<file path="config.mk">
export PLATFORM = sky130hd
export DESIGN_NAME = pnf_mul
export DESIGN_NICKNAME = d
export VERILOG_FILES = /design/src/design/pnf_pkg.sv /design/src/design/pnf_mul.sv
export SDC_FILE = /design/constraint.sdc
export NUM_CORES = 2
export LEC_CHECK = 0
export BUFFER_PORTS_ARGS = -buffer_cell sky130_fd_sc_hd__buf_2
export CORE_ASPECT_RATIO = 2
export CORE_MARGIN = 5
export CORE_UTILIZATION = 60
export DETAILED_ROUTE_END_ITERATION = 7
export PLACE_DENSITY_LB_ADDON = 0.05
export SLEW_MARGIN = 20
export SYNTH_ARGS = -nofsm -noshare
export SYNTH_HDL_FRONTEND = slang
export SYNTH_SLANG_ARGS = --single-unit
</file>
<file path="constraint.sdc">
create_clock -name clk -period 8.95 [get_ports clk]
set_input_delay 0 -clock clk [delete_from_list [all_inputs] [get_ports clk]]
set_output_delay 0 -clock clk [all_outputs]
set_load 0.01 [all_outputs]
</file>
<file path="src/design/pnf_pkg.sv">
`timescale 1ns / 1ps
// Shared types, widths and constants of the fractal Perlin noise block.
package pnf_pkg;

    localparam int TABLE_SIZE_DEF  = 256;
    localparam int MAX_OCTAVES_DEF = 16;

    // Field and datapath widths.
    localparam int PERM_W     = 8;
    localparam int GRAD_W     = 16;
    localparam int POINT_W    = 24;
    localparam int HEIGHT_W   = 21;
    localparam int CFG_ADDR_W = 4;
    localparam int CFG_DATA_W = 32;

    // Shared multiplier operand and product widths.
    localparam int MA_W = 33;
    localparam int MB_W = 18;
    localparam int P_W  = MA_W + MB_W;

    // Register indexes on the configuration port.
    localparam logic [1:0] REG_OCTAVES = 2'd0;
    localparam logic [1:0] REG_GAIN    = 2'd1;
    localparam logic [1:0] REG_FREQ    = 2'd2;

    // Register reset values.
    localparam logic [4:0]  OCTAVES_RST = 5'd10;
    localparam logic [15:0] GAIN_RST    = 16'd19859;
    localparam logic [15:0] FREQ_RST    = 16'd9011;

    // Operation codes of an input item.
    localparam logic OP_LOAD = 1'b0;
    localparam logic OP_EVAL = 1'b1;

    typedef struct packed {
        logic [4:0]  octave_count;
        logic [15:0] inverse_gain;
        logic [15:0] frequency_step;
    } cfg_t;

    typedef enum logic [4:0] {
        ST_IDLE,
        ST_H0, ST_H1, ST_H2, ST_H3, ST_H4, ST_H5, ST_H6, ST_H7,
        ST_DX, ST_DY, ST_DS,
        ST_L0, ST_L1, ST_L2, ST_L3, ST_L4, ST_L5,
        ST_L6, ST_L7, ST_L8, ST_L9, ST_L10, ST_L11,
        ST_FIN
    } state_t;

endpackage

</file>
<file path="src/design/pnf_mul.sv">
`timescale 1ns / 1ps
// Shared signed multiplier with a registered product.
module pnf_mul (
    input  logic                             clk,
    input  logic signed [pnf_pkg::MA_W-1:0]  a,
    input  logic signed [pnf_pkg::MB_W-1:0]  b,
    output logic signed [pnf_pkg::P_W-1:0]   prod
);

    logic signed [pnf_pkg::P_W-1:0] prod_reg;

    always_ff @(posedge clk)
    begin
        prod_reg <= a * b;
    end

    assign prod = prod_reg;

endmodule

</file>
==> results.md <==
* Status: finished, final reports clean
* Library cells used by synthesis at 58
* DRC at 0
* Gpl congestion at 0.945
* Detailed Place HPWL at 48,200 µm
* Clock root buffer master: clkbuf_16
* Detailed Routing Iterations Pass 1 at 6
* Mapped Avg Cell Area at 9.14 µm²
* Period Utilization, post-route at 0.722
* Fill count at 3,088
* Total wire length at 58,000 µm
* Hold_sp: a[0]
* Port buffer count at 102
* Crit path launch type: primary input
* Total negative setup slack at 0 ns
* Synthesis-stage register bit count at 51
* Post-Synthesis Cells at 2,328
* Die height at 276 µm
* Die Area at 39,500 µm²
* Multi-input gate area at 17,500 µm²
* Max reg flops at 51
* Post-synth top area share at 0.536
* Vias per std cell at 5.56
* Unrepaired setup endpoints after global routing: false
* Crit end category: flip-flop
* Starting Density at 0.606
* Seq/Total Area, Yosys at 0.0480
* Synth async-reset ratio at 0
* Vias in the first global route at 18.1k
* Yosys warnings at 0
* Die span in x at 143 µm
* Reg area at 1020 µm²
* TritonCTS clock tree: yes
* Maximum fanout along the worst path at 33
* Worst path arrival time at 6.72 ns
* Number of synthesized flops with an enable pin at 0
* Syn_nets at 3,072
* Post-synth top area cell: fa_1
* Final slew viol count at 0
* Tmin final at 6.47 ns
* Hold EP: prod[0]
* PostCTS Resize Cnt at 0
* Max_slew headroom at 0.420
* Crit Path Category: in2reg
* Share of cells above drive strength 1 at 0.0552
* Post-Syn Area at 21,300 µm²
* H-Tree Depth at 2
* Final Hold Viols at 0
* Clock-pin slew on the worst setup and hold paths at 0.08 ns
* P&R area growth vs syn at 3.89%
* Wirelength per Cell at 20.9 µm
* Req. time, crit path at 9.20 ns
* Vias at 15.5k
* Num rows at 97
* GRT overflow at 0
* Initial drt markers at 797
* GRT Util Overall at 0.312
* I/O pin cnt at 103
* # Post-CTS Setup Buffers at 0
* Achievable clock frequency at 0.155 GHz
* Hold depth at 2
* Area contributors post-synth: fa_1 (54%), inv_1 (11%), ha_1 (7.2%)
* Num CTS Buffers at 5
* Maxcap violations at 0
* Pin count of the biggest net entering global routing at 34
* Antenna-violating nets left at 0
* CTS hold repair buffers at 0
* Worst slew pin tran at 0.869 ns
* Worst hold path class: in2reg
* Core area at 35,100 µm²
* First-pass GRT wire length at 94,300 µm
* Finish-stage setup viols at 0
* Clock tree buffer depth at 2
* NumNets Final at 3,078
* Initial antenna violation count at 3
* CTS sink count at 51
* Synth Flop Type: dfxtp_1
==> layer usage <==
metal  routed length (µm)  share of wire  track usage  vias up
li1                     -              -            -     6622
met1                17500           0.30        0.311     8069
met2                33200           0.57        0.592      542
met3                 2540          0.044       0.0318      218
met4                 4840          0.083        0.205        4
met5                   21        0.00036            0        -
==> synth_stat cells, types with 2 or more instances <==
cell and instances:
inv_1 618, fa_1 569, nand2_1 358, and2_1 231, ha_1 123, clkbuf_1 101
dfxtp_1 51, nor2_1 48, xnor2_1 43, a21oi_1 40, o21ai_0 23, a21o_1 11
xor2_1 11, o21a_1 9, nor3_1 8, nand2b_1 7, nand3_1 6, nor2b_1 6
o211ai_1 5, a21oi_2 4, a31oi_1 4, o21bai_1 4, a21boi_0 3, and3_1 3
nand4_1 3, or3_1 3, a31o_2 2, and4_1 2, o21ai_1 2, o311ai_1 2
==> metrics by stage <==
stage | utilization | cell area [µm²] | hold slack, ns | setup slack, ns | std cells
after floorplan | - | 21300 | 0.122 | 3.15 | 2328
after global placement | 0.626 | 21900 | 0.396 | 2.23 | 2772
after detailed placement | 0.626 | 21900 | 0.393 | 2.16 | 2772
after CTS | 0.630 | 22100 | 0.161 | 2.49 | 2780
after global routing | 0.630 | 22100 | 0.191 | 2.18 | 2780
final | 0.630 | 22100 | 0.170 | 2.48 | 2781
==> worst max path at each step <==
stage	startpoint	endpoint
CTS	b[9]	prod[49]
global route	b[9]	prod[49]
floorplan	a[23]	prod[45]
finish	b[9]	prod[49]
global placement	b[9]	prod[45]
detailed placement	b[9]	prod[49]
==> critical path, cell delays in order <==
cell      delay (ns)
buf_2           0.58
nand2_1         0.18
fa_1            0.57
inv_1           0.05
fa_1            0.50
inv_1           0.06
fa_1            0.52
inv_1           0.05
fa_1            0.45
fa_1            0.50
inv_1           0.06
fa_1            0.59
inv_1           0.07
ha_1            0.39
a211o_1         0.33
a21oi_2         0.10
o211a_1         0.20
a21oi_4         0.09
a31oi_4         0.26
o31ai_2         0.14
a311oi_4        0.51
o21ai_1         0.16
o22ai_1         0.19
xnor2_1         0.14
==> logic make-up (layout without fill, tap and decap cells) <==
family	Yosys count	after routing	synth area share
buf+inv	722	729	0.128
fa+ha+maj	692	692	0.608
simple gates	680	680	0.152
compound gates	129	129	0.0418
xor+xnor	54	54	0.0222
flops	51	51	0.0480
other cells	0	1	0
==> placed cells by master, fill, tap and decap left out, types with 9 or more instances in the layout <==
cell and instances:
dfxtp_1 51, and2_1 231, nor2_1 48, buf_2 102, fa_1 569, ha_1 123
nand2_1 358, xor2_1 11, a21o_1 11, xnor2_1 43, o21a_1 9, inv_1 618
a21oi_1 40, o21ai_0 23
==> cell type report <==
cell class / instances / share of cell area
antenna: 1 / 0.000113
multi-input combinational: 1555 / 0.793
inverter: 618 / 0.105
tap: 445 / 0.0252
clock buffer: 5 / 0.00566
timing repair buffer: 103 / 0.0234
clock inverter: 3 / 0.00113
sequential: 51 / 0.0462
Power is left out: the tool's default activity adds up to more than one toggle a clock period on the data nets, which glitch-free logic cannot reach.
