### src/design/pnf_pkg.sv
`timescale 1ns / 1ps
// Shared types, widths and constants of the fractal Perlin noise block.
package pnf_pkg;

    localparam int TABLE_SIZE_DEF  = 256;
    localparam int MAX_OCTAVES_DEF = 16;

    // Field and datapath widths.
    localparam int PERM_W     = 8;
    localparam int GRAD_W     = 16;
    localparam int POINT_W    = 24;
    localparam int HEIGHT_W   = 21;
    localparam int CFG_ADDR_W = 4;
    localparam int CFG_DATA_W = 32;

    // Shared multiplier operand and product widths.
    localparam int MA_W = 33;
    localparam int MB_W = 18;
    localparam int P_W  = MA_W + MB_W;

    // Register indexes on the configuration port.
    localparam logic [1:0] REG_OCTAVES = 2'd0;
    localparam logic [1:0] REG_GAIN    = 2'd1;
    localparam logic [1:0] REG_FREQ    = 2'd2;

    // Register reset values.
    localparam logic [4:0]  OCTAVES_RST = 5'd10;
    localparam logic [15:0] GAIN_RST    = 16'd19859;
    localparam logic [15:0] FREQ_RST    = 16'd9011;

    // Operation codes of an input item.
    localparam logic OP_LOAD = 1'b0;
    localparam logic OP_EVAL = 1'b1;

    typedef struct packed {
        logic [4:0]  octave_count;
        logic [15:0] inverse_gain;
        logic [15:0] frequency_step;
    } cfg_t;

    typedef enum logic [4:0] {
        ST_IDLE,
        ST_H0, ST_H1, ST_H2, ST_H3, ST_H4, ST_H5, ST_H6, ST_H7,
        ST_DX, ST_DY, ST_DS,
        ST_L0, ST_L1, ST_L2, ST_L3, ST_L4, ST_L5,
        ST_L6, ST_L7, ST_L8, ST_L9, ST_L10, ST_L11,
        ST_FIN
    } state_t;

endpackage

### src/design/pnf_cfg.sv
`timescale 1ns / 1ps
// Configuration registers behind the APB-style port.
module pnf_cfg (
    input  logic                              clk,
    input  logic                              rst_n,
    input  logic                              psel,
    input  logic                              penable,
    input  logic                              pwrite,
    input  logic [pnf_pkg::CFG_ADDR_W-1:0]    paddr,
    input  logic [pnf_pkg::CFG_DATA_W-1:0]    pwdata,
    output logic [pnf_pkg::CFG_DATA_W-1:0]    prdata,
    output logic                              pready,
    output pnf_pkg::cfg_t                     cfg
);

    pnf_pkg::cfg_t cfg_reg;
    logic          wr_en;
    logic [1:0]    reg_idx;

    assign pready  = 1'b1;
    assign wr_en   = psel && penable && pwrite;
    assign reg_idx = paddr[3:2];
    assign cfg     = cfg_reg;

    always_ff @(posedge clk or negedge rst_n)
    begin
        if (!rst_n)
        begin
            cfg_reg.octave_count   <= pnf_pkg::OCTAVES_RST;
            cfg_reg.inverse_gain   <= pnf_pkg::GAIN_RST;
            cfg_reg.frequency_step <= pnf_pkg::FREQ_RST;
        end
        else if (wr_en)
        begin
            if (reg_idx == pnf_pkg::REG_OCTAVES)
            begin
                cfg_reg.octave_count <= pwdata[4:0];
            end
            if (reg_idx == pnf_pkg::REG_GAIN)
            begin
                cfg_reg.inverse_gain <= pwdata[15:0];
            end
            if (reg_idx == pnf_pkg::REG_FREQ)
            begin
                cfg_reg.frequency_step <= pwdata[15:0];
            end
        end
    end

    always_comb
    begin
        unique case (reg_idx)
            pnf_pkg::REG_OCTAVES: prdata = {27'd0, cfg_reg.octave_count};
            pnf_pkg::REG_GAIN:    prdata = {16'd0, cfg_reg.inverse_gain};
            pnf_pkg::REG_FREQ:    prdata = {16'd0, cfg_reg.frequency_step};
            default:              prdata = '0;
        endcase
    end

endmodule

### config.mk
export PLATFORM = sky130hd
export DESIGN_NAME = pnf_cfg
export DESIGN_NICKNAME = d
export VERILOG_FILES = /design/src/design/pnf_pkg.sv /design/src/design/pnf_cfg.sv
export SDC_FILE = /design/constraint.sdc
export NUM_CORES = 1
export LEC_CHECK = 0
export BUFFER_PORTS_ARGS = -buffer_cell sky130_fd_sc_hd__buf_2
export CAP_MARGIN = 15
export CORE_MARGIN = 10
export CORE_UTILIZATION = 39
export DETAILED_ROUTE_END_ITERATION = 6
export PLACE_DENSITY = 0.81
export SLEW_MARGIN = 20
export SYNTH_ARGS = -nofsm -noshare
export SYNTH_HDL_FRONTEND = slang
export SYNTH_SLANG_ARGS = --single-unit
export TNS_END_PERCENT = 5
### constraint.sdc
create_clock -name clk -period 1.07 [get_ports clk]
set_input_delay 0.1605 -clock clk [delete_from_list [all_inputs] [get_ports clk]]
set_output_delay 0.1605 -clock clk [all_outputs]
set_load 0.005 [all_outputs]
==> reports/results.ini, run 1 <==
[status]
status=finished with violations
violations=negative setup slack

[global_routing]
grt_usage_pct=12.8
grt-ovfl-total=0
grt_pass1_vias=1480
antenna_found_initial=0
grt_max_degree=38
grt_pass1_wl_mm=7.78

[routing]
drtIter0Drc=37
drt-total-wl_mm=5.13
viasPerCell=4.82
vias=1370
drc=0
first_pass_iters=4
ant_nets=0
wl_per_cell_um=18.0

[final_layout]
final_common_cell=buf_2
layout_common_cells=buf_2, mux2_2, dfrtp_1
num-nets-final=272
fin_area_sq_mm=0.00264
syn2layout_area_growth_pct=43.5
antennaDiodeCount=0
final_layout_size_suffix_gt1_share_pct=72.4
largest_reg_flops=37

[worst_setup_path]
setup.worst_path.class=reg -> out
crit_path_end_kind=primary output
crit_path_start_kind=flip-flop
worstPathMaxFanout=2
crit_arrival_ns=1.13
rrSetupSlack_ns=0.19
required_ns=0.91

[die]
io-pin-count=111
die_h_um=88.7
start_util_pct=41.1
die_w_um=88.7
row_count=24
core_sq_mm=0.00447
dieArea_sq_mm=0.00786

[synthesis]
syn_inst=132
ys_types=20
synth_seq_area_share_pct=51.5
syn_avg_cell_area_sq_um=13.9
synth-seq-cells=37
syn_area_sq_mm=0.00184
synth-warning-count=0

[sta]
clock_skew_ns=0
worst_slack_ns=-0.217
rsz0062_at_grt=true
period_minus_slack_ns=1.29
hold_viol=0
finalSetupViolCount=51
maxSlewViolCount=0
fmax_mhz=777
period_share_pct=120

[placement]
dpl_cell_area_sq_mm=0.00232
gp_congestion=0.736
hpwlAfterDp_mm=3.87
port_buffers=75

[clocking]
clkTransAtPathRegs_ns=0.08
cts-htree-levels=2
cts_sinks=37
cts_tree=done
cts_made_buffers=5
cts_root_buffer=clkbuf_8
cts_buffer_depth=2
insertion_delay_ns=0.29

[power]
ir_drop_mv=1.01
leakagePower_uw=0.00136
p_per_area_mw_per_mm2=1810
p_total_uw=4770

[flow_run]
cap_viol_max_count=0

[min_path]
min-delay-path-class=in -> reg

[cell type report]
cell class,instances,area [sq um]
fill,376,1840
sequential,37,947
multi-input combinational,86,806
timing repair buffer,101,704
clock buffer,7,86.3
tap,52,65.1
clock inverter,1,30.0
[final timing paths]
check,from,depth (start not counted),endpoint
min,pwdata[15],2,cfg[31]
max reg2reg,cfg[28],2,cfg[28]
max in group asynchronous,rst_n,3,cfg[27]
min in group asynchronous,rst_n,3,cfg[19]
max,cfg[17],3,prdata[1]
min reg2reg,cfg[3],1,cfg[3]
[kinds of logic (layout without fill, tap and decap cells)]
| family | count (synthesis) | after routing | share of synthesized area (%) |
|---|---|---|---|
| and+or+nand+nor | 11 | 11 | 3.74 |
| AOI/OAI and AO/OA | 16 | 16 | 6.60 |
| other | 2 | 17 | 0.408 |
| buffers and inverters | 24 | 109 | 10.3 |
| DFF | 37 | 37 | 51.5 |
| muxes | 42 | 42 | 27.4 |
[routing by layer]
layer  global-route usage (%)  up-vias  part of all wire, %
li1                         -      628                    -
met1                     13.7      680                   39
met2                     22.1       55                   49
met3                     6.25        7                   10
met4                     3.52        0                 0.90
met5                        0        -                    0
[Yosys cell counts (all sizes together)]
library cell | n | area share, %
a22o | 11 | 5.2
and2b | 1 | 0.41
buf | 22 | 9.9
clkbuf | 2 | 0.41
conb | 2 | 0.41
dfrtp | 20 | 27
dfstp | 17 | 24
mux2 | 37 | 25
mux2i | 5 | 2.7
nand2 | 5 | 1.0
nand3 | 1 | 0.54
nor2b | 1 | 0.34
nor3 | 1 | 0.27
nor3b | 1 | 0.68
o21ai | 5 | 1.4
or3b | 1 | 0.48
[per-stage QoR]
step           hold WS, ns  setup TNS, ns  worst slack, ns  utilization, %  cells
5_1_grt              0.105          -5.46           -0.308            59.0    284
3_5_place_dp         0.139         -17.32           -0.486            51.8    267
2_1_floorplan       -0.135          -5.56           -0.239               -    147
3_3_place_gp         0.136         -16.25           -0.452            51.8    267
6_report             0.118          -3.55           -0.217            59.0    284
4_1_cts              0.105          -3.73           -0.230            58.6    284
[critical path, cell delays in order (launching register included)]
cell	delay, ns
dfstp_2	0.54
mux2i_1	0.07
o21ai_1	0.11
buf_2	0.12
[repair_timing]
action	in CTS	in global routing
endpoints found under the setup margin	50	55
pin swaps	4	3
hold endpoints to repair	20	0
setup buffers	8	0
gates resized for setup	31	6
hold buffers	1	0
[where the power goes]
| part | internal [uW] | switching [uW] | leakage [uW] |
|---|---|---|---|
| registers | 1840 | 255 | 0.000423 |
| logic | 904 | 524 | 0.000878 |
| clock network | 760 | 488 | 0.0000585 |
(Power assumes the default switching activity.)
==> run 2, diff against run 1 <==
PLACE_DENSITY = 0.76   (was 0.81)
==> reports/results.ini, run 2 (synthesized netlist as in run 1, its figures left out) <==
[status]
status=finished with violations  ; unchanged
violations=negative setup slack  ; unchanged

[die]
start_util_pct=41.1  ; unchanged
die_h_um=88.7  ; unchanged
dieArea_sq_mm=0.00786  ; unchanged
core_sq_mm=0.00447  ; unchanged
io-pin-count=111  ; unchanged
die_w_um=88.7  ; unchanged
row_count=24  ; unchanged

[final_layout]
syn2layout_area_growth_pct=34.9  ; was 43.5%
num-nets-final=263  ; was 272
final_layout_size_suffix_gt1_share_pct=70.0  ; was 72.4%
largest_reg_flops=37  ; unchanged
final_util_pct=55.5  ; was 59.0%
fill_cells=408  ; was 376
final_common_cell=buf_2  ; unchanged
fin_area_sq_mm=0.00248  ; was 0.00264 sq mm
stdcell_count=275  ; was 284
antennaDiodeCount=0  ; unchanged
layout_common_cells=buf_2, mux2_2, dfrtp_1  ; unchanged

[power]
leakagePower_uw=0.00128  ; was 0.00136 uW
p_clk_share_pct=21.0  ; was 26.2%
p_total_uw=4380  ; was 4770 uW
internal-power_uw=3150  ; was 3500 uW
netSwitchingFraction_pct=28.2  ; was 26.6%
p_switching_uw=1230  ; was 1270 uW
ir_drop_mv=1.33  ; was 1.01 mV
p_per_area_mw_per_mm2=1770  ; was 1810 mW/mm^2
seq_power_share_pct=47.8  ; was 43.9%
combPwrFrac_pct=31.3  ; was 29.9%

[worst_setup_path]
rrSetupSlack_ns=0.19  ; about the same
setup.worst_path.class=reg -> out  ; unchanged
required_ns=0.91  ; about the same
ff2ff_path_depth=2  ; unchanged
worstPathMaxFanout=2  ; unchanged
crit_path_end_kind=primary output  ; unchanged
crit_arrival_ns=1.16  ; was 1.13 ns
critPathLaunch=cfg[16]  ; was cfg[17]
rr_startpoint=cfg[22]  ; was cfg[28]
worstSetupEndpoint=prdata[0]  ; was prdata[1]
worstReg2RegEnd=cfg[22]  ; was cfg[28]
crit_path_start_kind=flip-flop  ; unchanged

[global_routing]
grt_max_degree=38  ; unchanged
antenna_found_initial=0  ; unchanged
grt_pass1_vias=1466  ; was 1480
grt_usage_pct=12.3  ; was 12.8%
grt-ovfl-total=0  ; unchanged
grt_pass1_wl_mm=7.39  ; was 7.78 mm

[routing]
drtIter0Drc=35  ; was 37
drc=0  ; unchanged
first_pass_iters=4  ; unchanged
vias=1326  ; was 1370
ant_nets=0  ; unchanged
wl_per_cell_um=17.5  ; was 18.0 um
viasPerCell=4.82  ; about the same
drt-total-wl_mm=4.82  ; was 5.13 mm

[sta]
maxSlewViolCount=0  ; unchanged
rsz0062_at_grt=true  ; unchanged
clock_skew_ns=0  ; unchanged
hold_viol=0  ; unchanged
period_minus_slack_ns=1.32  ; was 1.29 ns
period_share_pct=123  ; was 120%
finalSetupViolCount=43  ; was 51
fmax_mhz=759  ; was 777 MHz
worst_slack_ns=-0.248  ; was -0.217 ns

[placement]
pre_cts_slack_ns=-0.508  ; was -0.486 ns
gp_congestion=0.777  ; was 0.736
dp.cells=260  ; was 267
dpl_cell_area_sq_mm=0.00226  ; was 0.00232 sq mm
hpwlAfterDp_mm=3.77  ; was 3.87 mm
port_buffers=75  ; unchanged

[clocking]
insertion_delay_ns=0.29  ; about the same
cts_tree=done  ; unchanged
clkTransAtPathRegs_ns=0.07  ; was 0.08 ns
cts_made_buffers=5  ; unchanged
cts-htree-levels=2  ; unchanged
cts_buffer_depth=2  ; unchanged
cts_root_buffer=clkbuf_8  ; unchanged
cts_sinks=37  ; unchanged

[flow_run]
cap_viol_max_count=0  ; unchanged

[min_path]
min-delay-path-class=in -> reg  ; unchanged

[run 2: changes by cell type in the layout (fill, tap and decap cells not counted), moves of 2 or more]
cell / before / now
buf_2: 64 / 68
buf_4: 14 / 8
buf_6: 19 / 12
clkinv_2: 0 / 2
mux2_2: 23 / 26
mux2_4: 14 / 11
[run 2: power by group through the flow]
stage,logic [uW],clock network (uW),registers [uW]
floorplan,576,0,2110
global placement,1160,0,2110
detailed placement,1180,0,2130
CTS,1370,964,2090
global route,1500,1000,2150
finish,1370,919,2090
[run 2: critical path, stage by stage (launching register included)]
cell	delay, ns
dfstp_2	0.53
mux2i_1	0.06
o21ai_1	0.13
buf_2	0.14
[run 2: layout make-up]
class | count | area, sq um | area share (%)
Multi-Input combinational cell | 86 | 786 | 31.7
Clock buffer | 6 | 72.6 | 2.92
Tap cell | 52 | 65.1 | 2.62
Sequential cell | 37 | 947 | 38.2
Clock inverter | 2 | 10.0 | 0.403
Timing Repair Buffer | 92 | 601 | 24.2
[run 2: worst min-delay path by stage]
stage	startpoint	endpoint	depth (start not counted)
floorplan	rst_n	cfg[10]	0
global placement	rst_n	cfg[34]	2
detailed placement	rst_n	cfg[34]	2
CTS	pwdata[9]	cfg[25]	2
global route	pwdata[7]	cfg[23]	2
finish	pwdata[9]	cfg[25]	2
[run 2: layer usage]
metal	share of wire, %	GRT usage, %	routed length, um
met1	41	13.6	1970
met2	43	19.3	2070
met3	14	5.97	691
met4	1.7	6.17	82
met5	0	0	0
[run 2: repair_timing]
action,CTS,global route
buffers inserted,6,0
endpoints found under the hold margin,20,0
pin swaps,3,2
hold buffers,1,0
setup endpoints to repair,49,44
gates resized for setup,19,3
[run 2: metrics by stage]
step	TNS [ns]	hold slack (ns)
finish	-3.62	0.114
global route	-5.24	0.113
CTS	-4.18	0.0984
detailed placement	-16.25	0.139
global placement	-15.40	0.139
floorplan	-5.56	-0.135
==> run 3, diff against run 2 <==
PLACE_DENSITY = unset   (was 0.76)
PLACE_DENSITY_LB_ADDON = 0.2   (was unset)
==> reports/results.ini, run 3 (synthesized netlist as in run 1, its figures left out) <==
[status]
status=finished with violations  ; unchanged
violations=negative setup slack  ; unchanged

[power]
ir_drop_mv=0.905  ; was 1.33 mV
p_per_area_mw_per_mm2=1760  ; was 1770 mW/mm^2
leakagePower_uw=0.00132  ; was 0.00128 uW
p_total_uw=4510  ; was 4380 uW

[clocking]
cts_root_buffer=clkbuf_8  ; unchanged
cts_buffer_depth=2  ; unchanged
cts_made_buffers=5  ; unchanged
cts_sinks=37  ; unchanged
clkTransAtPathRegs_ns=0.07  ; about the same
insertion_delay_ns=0.28  ; was 0.29 ns
cts-htree-levels=2  ; unchanged
cts_tree=done  ; unchanged

[routing]
drtIter0Drc=51  ; was 35
drc=0  ; unchanged
ant_nets=0  ; unchanged
wl_per_cell_um=18.4  ; was 17.5 um
viasPerCell=4.86  ; was 4.82
drt-total-wl_mm=5.11  ; was 4.82 mm
first_pass_iters=4  ; unchanged
vias=1351  ; was 1326

[sta]
hold_viol=0  ; unchanged
maxSlewViolCount=0  ; unchanged
worst_pin_slew_ns=0.541
rsz0062_at_grt=true  ; unchanged
clock_skew_ns=0  ; unchanged
period_share_pct=121  ; was 123%
fmax_mhz=770  ; was 759 MHz
relSlewSlack_pct=63.8
setup_tns_ns=-3.94  ; was -3.62 ns
worst_slack_ns=-0.229  ; was -0.248 ns
period_minus_slack_ns=1.30  ; was 1.32 ns
finalSetupViolCount=33  ; was 43

[global_routing]
grt_pass1_wl_mm=7.94  ; was 7.39 mm
grt_usage_pct=13.0  ; was 12.3%
grt_max_degree=38  ; unchanged
grt-ovfl-total=0  ; unchanged
antenna_found_initial=0  ; unchanged
grt_pass1_vias=1538  ; was 1466

[die]
die_w_um=88.7  ; unchanged
row_count=24  ; unchanged
die_h_um=88.7  ; unchanged
start_util_pct=41.1  ; unchanged
io-pin-count=111  ; unchanged
core_sq_mm=0.00447  ; unchanged
dieArea_sq_mm=0.00786  ; unchanged

[worst_setup_path]
setup.worst_path.class=reg -> out  ; unchanged
crit_arrival_ns=1.14  ; was 1.16 ns
required_ns=0.91  ; about the same
worstPathMaxFanout=2  ; unchanged
crit_path_start_kind=flip-flop  ; unchanged
crit_path_end_kind=primary output  ; unchanged

[final_layout]
largest_reg_flops=37  ; unchanged
antennaDiodeCount=0  ; unchanged
num-nets-final=266  ; was 263
final_common_cell=buf_2  ; unchanged
final_layout_size_suffix_gt1_share_pct=70.8  ; was 70.0%
layout_common_cells=buf_2, mux2_2, dfrtp_1  ; unchanged
syn2layout_area_growth_pct=39.4  ; was 34.9%

[min_path]
min-delay-path-class=in -> reg  ; unchanged

[flow_run]
cap_viol_max_count=0  ; unchanged

[placement]
gp_congestion=0.797  ; was 0.777
pre_cts_slack_ns=-0.452  ; was -0.508 ns
hpwlAfterDp_mm=3.77  ; about the same
port_buffers=75  ; unchanged

run 3: what timing repair did:
| item | CTS | global route |
|---|---|---|
| hold buffers | 1 | 0 |
| endpoints found under the hold margin | 20 | 0 |
| setup buffers | 4 | 1 |
| pin swaps | 0 | 1 |
| gates resized for setup | 16 | 18 |
| setup endpoints to repair | 39 | 47 |
run 3: power breakdown:
part	switching, uW	internal (uW)	leakage [uW]
Sequential	274	1840	0.000423
Clock	483	451	0.0000450
Combinational	512	954	0.000850
run 3: worst max-delay path, cell delays in order, from the launching register on:
cell,delay [ns]
dfstp_2,0.53
mux2i_1,0.07
o21ai_1,0.13
buf_2,0.13
run 3: through the flow:
stage / util, % / instances / cell area (sq um) / hold slack, ns
after CTS: 55.5 / 277 / 2480 / 0.112
after detailed placement: 51.3 / 264 / 2290 / 0.137
after global placement: 51.3 / 264 / 2290 / 0.136
after global routing: 57.3 / 278 / 2560 / 0.106
after floorplan: - / 147 / 1930 / -0.135
final: 57.3 / 278 / 2560 / 0.117
run 3: layout make-up:
class | count | area (sq um)
Clock buffer | 6 | 72.6
Clock inverter | 2 | 10.0
Fill cell | 376 | 1910
Multi-Input combinational cell | 86 | 805
Sequential cell | 37 | 947
Tap cell | 52 | 65.1
Timing Repair Buffer | 95 | 664
run 3: worst paths after layout:
| check | startpoint | end | slack [ns] | cells past startpoint |
|---|---|---|---|---|
| max | cfg[20] | prdata[4] | -0.23 | 3 |
| min | pwdata[5] | cfg[21] | 0.12 | 2 |
| max reg2reg | cfg[35] | cfg[35] | 0.23 | 2 |
| min reg2reg | cfg[29] | cfg[29] | 0.54 | 1 |
| max in group asynchronous | rst_n | cfg[24] | 0.44 | 3 |
| min in group asynchronous | rst_n | cfg[18] | 0.37 | 3 |
run 3: per-layer routing:
layer | share of wire (%) | global-route usage (%) | vias to the layer above
met5 | 0 | 0 | -
met1 | 42 | 15.1 | 671
met2 | 48 | 21.6 | 59
li1 | - | - | 616
met4 | 0.57 | 4.26 | 0
met3 | 9.2 | 4.69 | 5
